`src/rtl/core/gated_sample_recorder_write_head_defines.svh`:
```
// ----------------------------------------------------------------------------
// gated sample recorder write head: assertion macros
// shared check macros, clocked on the rising edge, quiet while reset is high
// ----------------------------------------------------------------------------
`ifndef GATED_SAMPLE_RECORDER_WRITE_HEAD_DEFINES_SVH
`define GATED_SAMPLE_RECORDER_WRITE_HEAD_DEFINES_SVH

// consequence must hold in the same cycle as the antecedent
`define GSR_ASSERT_NOW(label, clk, rst, ante, cons, msg) \
   label: assert property (@(posedge clk) disable iff (rst) (ante) |-> (cons)) \
      else $error(msg);

// consequence must hold in the cycle after the antecedent
`define GSR_ASSERT_NEXT(label, clk, rst, ante, cons, msg) \
   label: assert property (@(posedge clk) disable iff (rst) (ante) |=> (cons)) \
      else $error(msg);

`endif

```
`src/rtl/core/gsr_pkg.sv`:
```
// ----------------------------------------------------------------------------
// gsr_pkg
// types and constants shared by the recorder write head modules
// ----------------------------------------------------------------------------
package gsr_pkg;

   localparam int ADDR_BITS   = 16;
   localparam int CHANNELS    = 4;
   localparam int SAMPLE_BITS = 32;
   localparam int GATE_BITS   = 16;
   localparam int LEN_BITS    = 17;
   localparam int CSR_IDX_BITS = 3;

   // one past the last table address
   localparam logic [LEN_BITS-1:0] ADDR_SPAN = LEN_BITS'(1) << ADDR_BITS;

   typedef enum logic [1:0] {
      FUNC_SAMPLE = 2'd0,
      FUNC_REC    = 2'd1,
      FUNC_STOP   = 2'd2,
      FUNC_RSVD   = 2'd3
   } func_type;

   typedef enum logic [CSR_IDX_BITS-1:0] {
      CSR_CONTINUE_MODE = 3'd0,
      CSR_LOOP_MODE     = 3'd1,
      CSR_INDEXED_MODE  = 3'd2,
      CSR_WHOLE_TABLE   = 3'd3,
      CSR_START_INDEX   = 3'd4,
      CSR_END_INDEX     = 3'd5,
      CSR_TABLE_LENGTH  = 3'd6,
      CSR_TABLE_READY   = 3'd7
   } csr_index_type;

   typedef struct packed {
      logic [1:0]             func;
      logic [GATE_BITS-1:0]   gate_or_index;
      logic [SAMPLE_BITS-1:0] sample_ch0;
      logic [SAMPLE_BITS-1:0] sample_ch1;
      logic [SAMPLE_BITS-1:0] sample_ch2;
      logic [SAMPLE_BITS-1:0] sample_ch3;
   } gsr_req_type;

   typedef struct packed {
      logic                   write_enable;
      logic [ADDR_BITS-1:0]   write_address;
      logic [SAMPLE_BITS-1:0] data_ch0;
      logic [SAMPLE_BITS-1:0] data_ch1;
      logic [SAMPLE_BITS-1:0] data_ch2;
      logic [SAMPLE_BITS-1:0] data_ch3;
      logic [ADDR_BITS-1:0]   head_position;
      logic                   range_done;
   } gsr_rsp_type;

   // per-item decision from the head controller
   typedef struct packed {
      logic                 write_enable;
      logic [ADDR_BITS-1:0] write_address;
      logic [ADDR_BITS-1:0] head_position;
      logic                 range_done;
   } gsr_ctl_type;

   // load strobes for the two-entry output buffer
   typedef struct packed {
      logic main_load_new;
      logic main_from_skid;
      logic skid_load;
   } gsr_buf_ctl_type;

endpackage

```
`src/rtl/core/gsr_lane.sv`:
```
// ----------------------------------------------------------------------------
// gsr_lane
// one channel lane: gates the sample word by the write decision and holds it
// in the two-entry output buffer
// ----------------------------------------------------------------------------
module gsr_lane (
   input  logic                             clock,
   input  logic [gsr_pkg::SAMPLE_BITS-1:0]  sample_in,
   input  logic                             write_en,
   input  gsr_pkg::gsr_buf_ctl_type         buf_ctl,
   output logic [gsr_pkg::SAMPLE_BITS-1:0]  data_out
);
   import gsr_pkg::*;

   logic [SAMPLE_BITS-1:0] main_ff, main_in;
   logic [SAMPLE_BITS-1:0] skid_ff, skid_in;
   logic [SAMPLE_BITS-1:0] gated;

   // no write means a zero data word
   assign gated = write_en ? sample_in : '0;

   always_comb begin
      main_in = main_ff;
      skid_in = skid_ff;
      if (buf_ctl.main_from_skid) begin
         main_in = skid_ff;
      end else if (buf_ctl.main_load_new) begin
         main_in = gated;
      end
      if (buf_ctl.skid_load) begin
         skid_in = gated;
      end
   end

   always_ff @(posedge clock) begin
      main_ff <= main_in;
      skid_ff <= skid_in;
   end

   assign data_out = main_ff;

endmodule

```
`src/rtl/core/gsr_head.sv`:
```
// ----------------------------------------------------------------------------
// gsr_head
// control registers and write-head state: gate edge detection, range check,
// head advance with wrap or stop, indexed address check
// ----------------------------------------------------------------------------
module gsr_head (
   input  logic                              clock,
   input  logic                              reset,
   input  logic                              csr_write_en,
   input  logic [gsr_pkg::CSR_IDX_BITS-1:0]  csr_index,
   input  logic [gsr_pkg::LEN_BITS-1:0]      csr_wdata,
   input  logic                              fire,
   input  logic [1:0]                        func,
   input  logic [gsr_pkg::GATE_BITS-1:0]     gate_or_index,
   output gsr_pkg::gsr_ctl_type              ctl
);
   import gsr_pkg::*;

   // configuration
   logic                continue_mode_ff, loop_mode_ff, indexed_mode_ff;
   logic                whole_table_ff, table_ready_ff;
   logic [15:0]         start_index_ff;
   logic [LEN_BITS-1:0] end_index_ff, table_length_ff;

   // head state
   logic                gate_was_on_ff, gate_was_on_in;
   logic                recording_ff, recording_in;
   logic                fresh_run_ff, fresh_run_in;
   logic [LEN_BITS-1:0] head_ff, head_in;
   logic [ADDR_BITS-1:0] shown_ff, shown_in;

   logic [LEN_BITS-1:0] npts, range_end, start_ext, gi_ext, ph;
   logic                range_ok, gate, rec_t, stop_t, active;
   func_type            func_e;

   assign func_e    = func_type'(func);
   assign start_ext = {1'b0, start_index_ff};
   assign gi_ext    = {1'b0, gate_or_index};
   assign npts      = (table_length_ff > ADDR_SPAN) ? ADDR_SPAN : table_length_ff;
   assign range_end = whole_table_ff ? npts
                    : ((end_index_ff < npts) ? end_index_ff : npts);
   assign range_ok  = start_ext < range_end;
   assign gate      = |gate_or_index;

   always_ff @(posedge clock) begin
      if (reset) begin
         continue_mode_ff <= 1'b0;
         loop_mode_ff     <= 1'b0;
         indexed_mode_ff  <= 1'b0;
         whole_table_ff   <= 1'b1;
         start_index_ff   <= '0;
         end_index_ff     <= '0;
         table_length_ff  <= ADDR_SPAN;
         table_ready_ff   <= 1'b0;
      end else if (csr_write_en) begin
         unique case (csr_index_type'(csr_index))
            CSR_CONTINUE_MODE: continue_mode_ff <= csr_wdata[0];
            CSR_LOOP_MODE:     loop_mode_ff     <= csr_wdata[0];
            CSR_INDEXED_MODE:  indexed_mode_ff  <= csr_wdata[0];
            CSR_WHOLE_TABLE:   whole_table_ff   <= csr_wdata[0];
            CSR_START_INDEX:   start_index_ff   <= csr_wdata[15:0];
            CSR_END_INDEX:     end_index_ff     <= csr_wdata;
            CSR_TABLE_LENGTH:  table_length_ff  <= csr_wdata;
            CSR_TABLE_READY:   table_ready_ff   <= csr_wdata[0];
            default: ;
         endcase
      end
   end

   always_comb begin
      gate_was_on_in = gate_was_on_ff;
      recording_in   = recording_ff;
      fresh_run_in   = fresh_run_ff;
      head_in        = head_ff;
      shown_in       = shown_ff;
      rec_t          = 1'b0;
      stop_t         = 1'b0;
      active         = 1'b0;
      ph             = head_ff;
      ctl            = '0;

      case (func_e)
         FUNC_REC: begin
            if (table_ready_ff) begin
               recording_in = 1'b1;
               fresh_run_in = 1'b1;
               if (!continue_mode_ff) head_in = '0;
            end
         end
         FUNC_STOP: begin
            if (table_ready_ff) begin
               recording_in = 1'b0;
               if (!continue_mode_ff) head_in = '0;
            end
         end
         FUNC_SAMPLE: begin
            if (indexed_mode_ff) begin
               if (range_ok && table_ready_ff && gi_ext >= start_ext
                   && gi_ext < range_end) begin
                  ctl.write_enable  = 1'b1;
                  ctl.write_address = gate_or_index[ADDR_BITS-1:0];
               end
            end else begin
               // gate edges act as rec and stop commands
               rec_t  = table_ready_ff && gate && !gate_was_on_ff;
               stop_t = table_ready_ff && !gate && gate_was_on_ff;
               gate_was_on_in = gate;
               if ((rec_t || stop_t) && !continue_mode_ff) head_in = '0;
               if (rec_t) begin
                  recording_in = 1'b1;
                  fresh_run_in = 1'b1;
               end else if (stop_t) begin
                  recording_in = 1'b0;
               end
               active = range_ok && table_ready_ff && recording_in;
               if (active) begin
                  if (fresh_run_in && !continue_mode_ff) begin
                     fresh_run_in = 1'b0;
                     head_in      = start_ext;
                  end
                  ph = head_in;
                  if (ph >= range_end) begin
                     ctl.range_done = 1'b1;
                     if (loop_mode_ff) ph = start_ext;
                     else recording_in = 1'b0;
                  end
                  if (ph < start_ext) ph = start_ext;
                  if (recording_in) begin
                     ctl.write_enable  = 1'b1;
                     ctl.write_address = ph[ADDR_BITS-1:0];
                     shown_in          = ph[ADDR_BITS-1:0];
                     head_in           = ph + LEN_BITS'(1);
                  end
               end
               ctl.head_position = shown_in;
            end
         end
         default: ;
      endcase
   end

   always_ff @(posedge clock) begin
      if (reset) begin
         gate_was_on_ff <= 1'b0;
         recording_ff   <= 1'b0;
         fresh_run_ff   <= 1'b0;
         head_ff        <= '0;
         shown_ff       <= '0;
      end else if (fire) begin
         gate_was_on_ff <= gate_was_on_in;
         recording_ff   <= recording_in;
         fresh_run_ff   <= fresh_run_in;
         head_ff        <= head_in;
         shown_ff       <= shown_in;
      end
   end

endmodule

```
`src/rtl/core/gated_sample_recorder_write_head.sv`:
```
// ----------------------------------------------------------------------------
// gated_sample_recorder_write_head
// write-head controller of a four channel sample recorder
// ----------------------------------------------------------------------------
// usage:
//   req_* carries one beat per item: a sample (gate level or index plus one
//   word per channel) or a rec / stop command. commands change the head
//   state and return no beat. every sample returns one write command beat on
//   rsp_* with the head position and the range-end flag.
//   csr_* writes one control register per cycle; the user must keep the block idle (not enforced).
// path and throughput:
//   a sample beat is registered in the output register, or in the skid entry while a result waits,
//   before it shows on rsp_*. one item is taken every cycle while req_ready is high; the head
//   update for an item settles in the cycle it is accepted, so back-to-back items see the previous head.
// stall behavior:
//   a two-entry output buffer (output register plus skid) lets one more item
//   in while a result waits; req_ready drops only when both entries are full.
// reset:
//   synchronous, active high. registers return to their defaults (whole
//   table on, length 65536, table not ready), head state clears, buffer
//   empties.
// ----------------------------------------------------------------------------
`include "gated_sample_recorder_write_head_defines.svh"

module gated_sample_recorder_write_head (
   input  logic                              clock,
   input  logic                              reset,
   input  logic                              req_valid,
   output logic                              req_ready,
   input  gsr_pkg::gsr_req_type              req_beat,
   output logic                              rsp_valid,
   input  logic                              rsp_ready,
   output gsr_pkg::gsr_rsp_type              rsp_beat,
   input  logic                              csr_write_en,
   input  logic [gsr_pkg::CSR_IDX_BITS-1:0]  csr_index,
   input  logic [gsr_pkg::LEN_BITS-1:0]      csr_wdata
);
   import gsr_pkg::*;

   logic            fire, push, pop;
   logic            main_valid_ff, main_valid_in;
   logic            skid_valid_ff, skid_valid_in;
   gsr_ctl_type     ctl;
   gsr_ctl_type     ctl_main_ff, ctl_main_in, ctl_skid_ff, ctl_skid_in;
   gsr_buf_ctl_type buf_ctl;

   logic [CHANNELS-1:0][SAMPLE_BITS-1:0] lane_sample;
   logic [CHANNELS-1:0][SAMPLE_BITS-1:0] lane_data;

   assign req_ready = !skid_valid_ff;
   assign fire      = req_valid && req_ready;
   assign push      = fire && (func_type'(req_beat.func) == FUNC_SAMPLE);
   assign pop       = rsp_valid && rsp_ready;

   gsr_head u_head (
      .clock         (clock),
      .reset         (reset),
      .csr_write_en  (csr_write_en),
      .csr_index     (csr_index),
      .csr_wdata     (csr_wdata),
      .fire          (fire),
      .func          (req_beat.func),
      .gate_or_index (req_beat.gate_or_index),
      .ctl           (ctl)
   );

   // output buffer control
   always_comb begin
      buf_ctl.main_load_new  = push && (!main_valid_ff || pop);
      buf_ctl.main_from_skid = pop && skid_valid_ff;
      buf_ctl.skid_load      = push && main_valid_ff && !pop;
      main_valid_in = main_valid_ff ? (pop ? (skid_valid_ff || push) : 1'b1) : push;
      skid_valid_in = skid_valid_ff ? !pop : buf_ctl.skid_load;
   end

   always_ff @(posedge clock) begin
      if (reset) begin
         main_valid_ff <= 1'b0;
         skid_valid_ff <= 1'b0;
      end else begin
         main_valid_ff <= main_valid_in;
         skid_valid_ff <= skid_valid_in;
      end
   end

   always_comb begin
      ctl_main_in = ctl_main_ff;
      ctl_skid_in = ctl_skid_ff;
      if (buf_ctl.main_from_skid) begin
         ctl_main_in = ctl_skid_ff;
      end else if (buf_ctl.main_load_new) begin
         ctl_main_in = ctl;
      end
      if (buf_ctl.skid_load) begin
         ctl_skid_in = ctl;
      end
   end

   always_ff @(posedge clock) begin
      ctl_main_ff <= ctl_main_in;
      ctl_skid_ff <= ctl_skid_in;
   end

   // channel lanes
   assign lane_sample[0] = req_beat.sample_ch0;
   assign lane_sample[1] = req_beat.sample_ch1;
   assign lane_sample[2] = req_beat.sample_ch2;
   assign lane_sample[3] = req_beat.sample_ch3;

   for (genvar g = 0; g < CHANNELS; g++) begin : g_lane
      gsr_lane u_lane (
         .clock     (clock),
         .sample_in (lane_sample[g]),
         .write_en  (ctl.write_enable),
         .buf_ctl   (buf_ctl),
         .data_out  (lane_data[g])
      );
   end

   // merge lanes with the head decision
   assign rsp_valid = main_valid_ff;
   always_comb begin
      rsp_beat.write_enable  = ctl_main_ff.write_enable;
      rsp_beat.write_address = ctl_main_ff.write_address;
      rsp_beat.data_ch0      = lane_data[0];
      rsp_beat.data_ch1      = lane_data[1];
      rsp_beat.data_ch2      = lane_data[2];
      rsp_beat.data_ch3      = lane_data[3];
      rsp_beat.head_position = ctl_main_ff.head_position;
      rsp_beat.range_done    = ctl_main_ff.range_done;
   end

   `GSR_ASSERT_NOW(a_skid_needs_main, clock, reset, skid_valid_ff, main_valid_ff,
      "skid entry held without an output entry")
   `GSR_ASSERT_NEXT(a_skid_catch, clock, reset, push && main_valid_ff && !pop,
      skid_valid_ff, "beat arriving behind a stalled result was not caught")
   `GSR_ASSERT_NOW(a_no_write_zero, clock, reset, rsp_valid && !rsp_beat.write_enable,
      rsp_beat.write_address == '0 && rsp_beat.data_ch0 == '0 && rsp_beat.data_ch3 == '0,
      "result without write carries nonzero address or data")

endmodule
```
`config.mk`:
```
export PLATFORM = sky130hd
export DESIGN_NAME = gated_sample_recorder_write_head
export DESIGN_NICKNAME = d
export VERILOG_FILES = /design/src/rtl/core/gsr_pkg.sv /design/src/rtl/core/gsr_lane.sv /design/src/rtl/core/gsr_head.sv /design/src/rtl/core/gated_sample_recorder_write_head.sv
export VERILOG_INCLUDE_DIRS = /design/src /design/src/rtl/core
export SDC_FILE = /design/constraint.sdc
export NUM_CORES = 1
export LEC_CHECK = 0
export BUFFER_PORTS_ARGS = -buffer_cell sky130_fd_sc_hd__buf_2
export CAP_MARGIN = 20
export CORE_ASPECT_RATIO = 0.75
export CORE_MARGIN = 4
export CORE_UTILIZATION = 30
export CTS_CLUSTER_DIAMETER = 40
export DETAILED_ROUTE_END_ITERATION = 6
export PLACE_DENSITY_LB_ADDON = 0.2
export SYNTH_ARGS = -nofsm -noshare
export SYNTH_HDL_FRONTEND = slang
export SYNTH_SLANG_ARGS = --single-unit
```
`constraint.sdc`:
```
create_clock -name clock -period 21 [get_ports clock]
set_clock_uncertainty 0.15 [all_clocks]
set_input_delay 3.15 -clock clock [delete_from_list [all_inputs] [get_ports clock]]
set_output_delay 3.15 -clock clock [all_outputs]
set_load 0.005 [all_outputs]
```
Word-level counts from Yosys, hierarchy flattened
Cells that the tools add are included.
{"block": "op_classes", "n_addsub": 1, "mul": 0, "div_mod_pow": 0, "magnitude_cmp": 7, "eq_ne": 14, "shift": 0, "muxes": 71, "bitwise": 1, "reduce_logical": 46}
{"cell": "two-way mux 17 bit", "count": 27}
{"cell": "two-way mux 32 bit", "count": 12}
{"cell": "two-way mux 34 bit", "count": 3}
{"cell": "< comparator 16 x 17 -> 1 bit", "count": 2}
{"cell": "case mux 17 bit (2 select lines)", "count": 1}
{"cell": "two-way mux 16 bit", "count": 2}
{"cell": "two-way mux 1 bit", "count": 24}
{"cell": "adder 17 x 1 -> 17 bit, second input constant", "count": 1}
{"cell": ">= comparator 17 bit", "count": 1}
{"cell": "greater-than comparator 17 bit, second input constant", "count": 1}
{"cell": "logical AND 1 bit", "count": 17}
{"cell": "< comparator 17 x 16 -> 1 bit", "count": 1}
{"cell": "< comparator 17 bit", "count": 1}
{"cell": ">= comparator 16 bit", "count": 1}
{"cell": "AND reduction 2 bit", "count": 8}
{"cell": "OR reduction 16 bit", "count": 1}
{"cell": "== test 3 bit, second input constant", "count": 4}
{"cell": "AND reduction 5 bit", "count": 2}
{"cell": "== test 3 x 2 -> 1 bit, second input constant", "count": 2}
{"cell": "zero test 1 bit", "count": 6}
{"cell": "!= test 2 x 1 -> 1 bit, second input constant", "count": 3}
{"cell": "nonzero test 2 bit", "count": 3}
{"cell": "!= test 2 bit, second input constant", "count": 2}
{"cell": "AND reduction 4 bit", "count": 1}
{"cell": "other kinds (12)", "count": 14}
{"block": "totals", "ff_bits": 417, "latchBits": 0, "ram_bits": 0, "romBits": 0, "in_bits": 171, "output_inout_bits": 164, "wordCells": 171, "n_memories": 0}

Depth between registers and ports, before layout
{"block": "depth", "depth_word": 29, "mapped_depth": 36, "mapped_depth_nobuf": 34}

By module
Synthesis repeated with hierarchy kept, for this count alone.
{"block": "unflattened", "cells_unflattened": 1693, "hier_area_um2": 20936.3}
{"module": "gsr_lane", "n_inst": 4, "cells_per_inst": 136, "area_each_um2": 2645.0, "seq_area_each_um2": 1921.8}
{"module": "gsr_head", "n_inst": 1, "cells_per_inst": 1025, "area_each_um2": 7652.3, "seq_area_each_um2": 1821.7}
{"module": "gated_sample_recorder_write_head", "n_inst": 1, "cells_per_inst": 124, "area_each_um2": 2703.8, "seq_area_each_um2": 2082.0}

Worst setup path after synthesis
No wires, ideal clock.
{"block": "synth_path", "path_kind": "input to register", "start": "in req_beat[144] in the netlist's numbering", "end": "reg ctl_skid_ff[0] in the netlist's numbering (enable)", "setup_time_ps": 918, "arrival_ps": 15411, "required_time_ps": 19932, "path_slack_ps": 4522, "stages": 4, "n_path_buf": 0, "path_cell_list": "inv_1 > ha_1 > nand3_1 > nor3b_1"}
{"item": "from (decl)", "line_no": "gated_sample_recorder_write_head.sv:30", "rtl": "input gsr_pkg::gsr_req_type req_beat,"}
{"item": "to (signal assigned)", "line_no": "gated_sample_recorder_write_head.sv:101", "rtl": "ctl_skid_ff <= ctl_skid_in;"}
{"item": "to (decl)", "line_no": "gated_sample_recorder_write_head.sv:44", "rtl": "gsr_ctl_type ctl_main_ff, ctl_main_in, ctl_skid_ff, ctl_skid_in;"}

Worst setup path in the final report
{"block": "layout_path", "start": "in req_beat[136] in the netlist's numbering", "end": "reg u_head.head_ff[16]"}
{"block": "layout_between", "elab_chain_len": 26, "elab_cells_between_ends": 43, "cone_classes": "1 x add/sub; 2 x order compare; 30 x mux; 10 x reduce/logical"}
{"item": "OR reduction 16 bit (*)", "line_no": "gsr_head.sv:43", "rtl": "assign gate = |gate_or_index;"}
{"item": "logical AND 1 bit / zero test 1 bit (equally long branches)", "line_no": "gsr_head.sv:105, gsr_head.sv:106"}
{"item": "logical AND 1 bit (on tied branches)", "line_no": "gsr_head.sv:105, gsr_head.sv:106"}
{"item": "two-way mux 1 bit / logical AND 1 bit (equally long branches)", "line_no": "gsr_head.sv:109, gsr_head.sv:106"}
{"item": "two-way mux 1 bit / logical OR 1 bit (equally long branches)", "line_no": "gsr_head.sv:97, gsr_head.sv:108"}
{"item": "two-way mux 1 bit / logical AND 1 bit (equally long branches)", "line_no": "gsr_head.sv:82, gsr_head.sv:108"}
{"item": "logical AND 1 bit / two-way mux 17 bit (equally long branches)", "line_no": "gsr_head.sv:117, gsr_head.sv:108"}
{"item": "two-way mux 17 bit", "line_no": "gsr_head.sv:117", "rtl": "if (fresh_run_in && !continue_mode_ff) begin"}
{"item": "[10 not listed]"}
{"item": "two-way mux 17 bit", "line_no": "gsr_head.sv:116", "rtl": "if (active) begin"}
{"item": "two-way mux 17 bit", "line_no": "gsr_head.sv:97", "rtl": "if (indexed_mode_ff) begin"}
{"item": "two-way mux 17 bit", "line_no": "gsr_head.sv:82", "rtl": "case (func_e)"}
{"item": "adder 17 x 1 -> 17 bit", "line_no": "gsr_head.sv:132", "rtl": "head_in = ph + LEN_BITS'(1);"}
{"item": "two-way mux 17 bit", "line_no": "gsr_head.sv:128", "rtl": "if (recording_in) begin"}
{"item": "two-way mux 17 bit (*)", "line_no": "gsr_head.sv:116"}
{"item": "two-way mux 17 bit (*)", "line_no": "gsr_head.sv:97"}
{"item": "case mux 17 bit (2 select lines) (*)", "line_no": "gsr_head.sv:82"}
{"item": "to (signal assigned)", "line_no": "gsr_head.sv:153", "rtl": "head_ff <= head_in;"}
{"item": "to (decl)", "line_no": "gsr_head.sv:29", "rtl": "logic [LEN_BITS-1:0] head_ff, head_in;"}
Mark *: on every way between the ends. The rest lies on a longest branch, timed or not. The select of a mux whose other input is x is not followed.
A chain may end at the register's enable or synchronous reset.

==> results.py <==
metrics = {
    "run_status": {
        "outcome": "finished clean",
    },
    "synth": {
        "synth_top_family_by_area": "simple AND/OR/NAND/NOR gates",
        "synth_fa_ha_area_share_pct": 6.09,
        "seq_area_frac_synth_pct": 57.0,
        "synth.distinct_cells": 72,
        "synth-compound-area-share_pct": 11.1,
        "synth_simple_gate_area_share_pct": 13.9,
        "synth-xor-area-share_pct": 0.431,
        "ys_warn_count": 0,
        "synth_nets": 2025,
        "mappedNetlistArea_sq_mm": 0.0203,
        "syn_area_per_cell_sq_um": 11.6,
        "synth_edf_count": 324,
        "synth-async-reset-ratio_pct": 0,
        "postSynthCellCount": 1755,
        "synth_mux_area_share_pct": 9.28,
        "synth_ff_type": "edfxtp_1",
        "ys_ff_latch": 417,
    },
    "final_layout": {
        "fin_nets": 2363,
        "syn_to_final_growth_pct": 23.6,
        "register_area_sq_mm": 0.0116,
        "final_layout_size_suffix_gt1_share_pct": 29.3,
        "multi_input_area_sq_mm": 0.00834,
        "final_cells": 3028,
        "layout_commonest_cell": "buf_2",
        "layout_common_cells": "buf_2 (334), edfxtp_1 (324), nand2_1 (236)",
        "fill_cells": 6586,
        "stdcell_area_sq_mm": 0.0251,
        "fin_util_pct": 37.5,
    },
    "global_route": {
        "globalRouteTotalUtil_pct": 17.1,
        "grt_max_degree": 163,
        "grt_pass1_vias": 14600,
        "antenna_found_initial": 4,
        "overflow": 0,
        "grt_pass1_wl_microns": 93600,
    },
    "clocking": {
        "clkTransAtPathRegs_ns": 0.06,
        "hold_buffers": 0,
        "cts_setup_buffers": 0,
        "cts_tree": "built",
        "htreeDepth": 2,
        "root_buffer": "clkbuf_16",
        "cts_buffers": 61,
        "clockBufferDepth": 3,
        "ctsResizeCount": 0,
        "clock_latency_ns": 0.63,
        "clock-sinks": 417,
    },
    "critical_path": {
        "crit_cells": 28,
        "r2r_setup_slack_ns": 10.00,
        "crit_fanout": 24,
        "start_kind": "primary input",
        "timing.rr.end": "u_head.head_ff[16]",
        "path_delay_family": "compound AO/OA/AOI/OAI gates",
        "critical_path_arrival_ns": 11.84,
        "cp_slowest_cell": "a221oi_1",
        "cpPeakStageDelay_ns": 0.67,
        "path_buf_inv": 3,
        "reg2reg_depth": 32,
        "path_class": "in -> reg",
        "crit_top_cell": "a21oi_1",
        "cp.required_ns": 21.42,
        "timing.rr.start": "u_head.table_length_ff[11]",
        "endpoint_kind": "register",
    },
    "floorplanning": {
        "start_util_pct": 30.4,
        "die_width_microns": 309,
        "die_area_sq_mm": 0.0721,
        "placementRows": 82,
        "coreArea_sq_mm": 0.0670,
        "fp.dieH_microns": 234,
        "pin_count": 335,
    },
    "drt": {
        "drc": 0,
        "dr.pass1.iters": 7,
        "viasPerCell": 4.97,
        "routed_wl_microns": 64000,
        "ant_nets": 0,
        "detail_route.wl_per_cell_microns": 21.2,
        "drt_iter0_drc": 1084,
        "vias": 15000,
    },
    "timing": {
        "setup_viol": 0,
        "finalHoldViolations": 0,
        "layout_min_cycle_time_ns": 11.42,
        "rsz0062_at_grt": "false",
        "relSlewSlack_pct": 10.9,
        "fmax_mhz": 87.6,
        "tightest_slew_ns": 1.34,
        "finalCritPeriodShare_pct": 54.4,
        "finalSetupTns_ns": 0,
        "timing.final.max_slew_violations": 0,
    },
    "hold_path": {
        "hold_path_depth": 2,
        "hold_path_end": "u_head.shown_ff[6]",
        "worstHoldPathType": "reg -> reg",
        "hold_path_startpoint": "u_head.shown_ff[6]",
    },
    "placed_design": {
        "hpwl_microns": 46200,
        "dp.cells": 2911,
        "placed_cell_area_sq_mm": 0.0230,
        "gp_congestion": 0.926,
        "io_buffers": 334,
    },
    "power_and_ir_drop": {
        "p_per_area_mw_per_mm2": 82.4,
        "report.power.total_mw": 2.07,
        "leakagePower_nw": 10.2,
        "vdd_drop_max_mv": 0.0571,
    },
    "job": {
        "cap_violations": 0,
    },
}
[flip-flops by register name, summed over array words and instances, names as in the netlist, 16 cells and up]
name                    count
u_head.start_index_ff      16
u_head.shown_ff            16
g_lane.u_lane.skid_ff     128
ctl_skid_ff                34
u_head.table_length_ff     17
u_head.head_ff             17
g_lane.u_lane.data_out    128
u_head.end_index_ff        17
rsp_beat                   34
[logic make-up (layout without fill, tap and decap cells)]
logic type | after synthesis | after routing
xor gates and xnor gates | 10 | 10
buffers and inverters | 119 | 509
muxes | 171 | 171
and+or+nand+nor | 582 | 582
adders and majority gates | 99 | 99
other | 0 | 1
AOI/OAI and AO/OA | 357 | 357
DFF | 417 | 417
[area by class of cell]
cell class	instances	area share, %
Antenna cell	1	0.00996
Clock buffer	69	6.28
Clock inverter	46	2.07
Inverter	37	0.553
Multi-Input combinational cell	1219	33.2
Sequential cell	417	46.1
Tap cell	882	4.39
Timing Repair Buffer	357	7.39
[synth_stat cells (4+ instances only)]
cell type | instances | area share, %
or3_1 | 6 | 0.18
a21oi_1 | 137 | 3.4
nor2b_1 | 5 | 0.15
dfxtp_1 | 93 | 9.2
nor3_1 | 20 | 0.49
a211oi_1 | 12 | 0.44
mux2i_1 | 31 | 1.5
clkbuf_1 | 75 | 1.4
a22oi_1 | 11 | 0.41
a211o_1 | 5 | 0.22
xnor2_1 | 8 | 0.34
nor4_2 | 4 | 0.25
edfxtp_1 | 324 | 48
a21o_1 | 27 | 1.0
nand4_1 | 18 | 0.55
nand2_1 | 236 | 4.4
a31oi_1 | 19 | 0.58
nor4_1 | 6 | 0.18
mux2_2 | 140 | 7.8
buf_2 | 6 | 0.15
ha_1 | 99 | 6.1
o21ai_0 | 63 | 1.5
nand3_1 | 30 | 0.74
inv_1 | 35 | 0.65
o21ai_1 | 6 | 0.15
a22o_1 | 9 | 0.39
o21a_1 | 6 | 0.22
and2_1 | 135 | 4.2
nor2_1 | 92 | 1.7
o31ai_1 | 19 | 0.70
o211ai_1 | 6 | 0.22
nand2b_1 | 13 | 0.40
[power breakdown]
group | internal (mW) | switching [mW]
clock | 0.612 | 0.431
combinational | 0.0468 | 0.0865
sequential | 0.889 | 0.00520
[how the worst max path moves through the flow]
stage	slack, ns	start	end
final	9.58	req_beat[136]	u_head.head_ff[16]
after global placement	9.29	req_beat[136]	u_head.head_ff[16]
after global routing	8.99	req_beat[136]	u_head.head_ff[16]
after floorplan	4.52	req_beat[144]	ctl_skid_ff[0]
after detailed placement	9.20	req_beat[136]	u_head.head_ff[16]
after CTS	9.88	req_beat[136]	u_head.head_ff[16]
[routing by layer]
metal	wire length (microns)	GRT usage, %	part of all wire (%)	vias to the layer above
met5	27	0	0.042	-
met2	28400	25.9	44	431
met3	3940	3.68	6.2	113
met4	1830	5.49	2.9	4
li1	-	-	-	7162
met1	29900	24.3	47	7329
[stage by stage]
stage                     setup WS (ns)  hold slack, ns
after floorplan                    4.52           0.286
after global placement             9.29           0.292
after detailed placement           9.20           0.296
after CTS                          9.88           0.304
after global routing               8.99           0.333
final                              9.58           0.304
[worst min-delay path, stage by stage, from the launching register on]
cell and delay, ns:
dfxtp_1 0.30, nand2_1 0.05, a21oi_1 0.05
(Power assumes the default switching activity.)
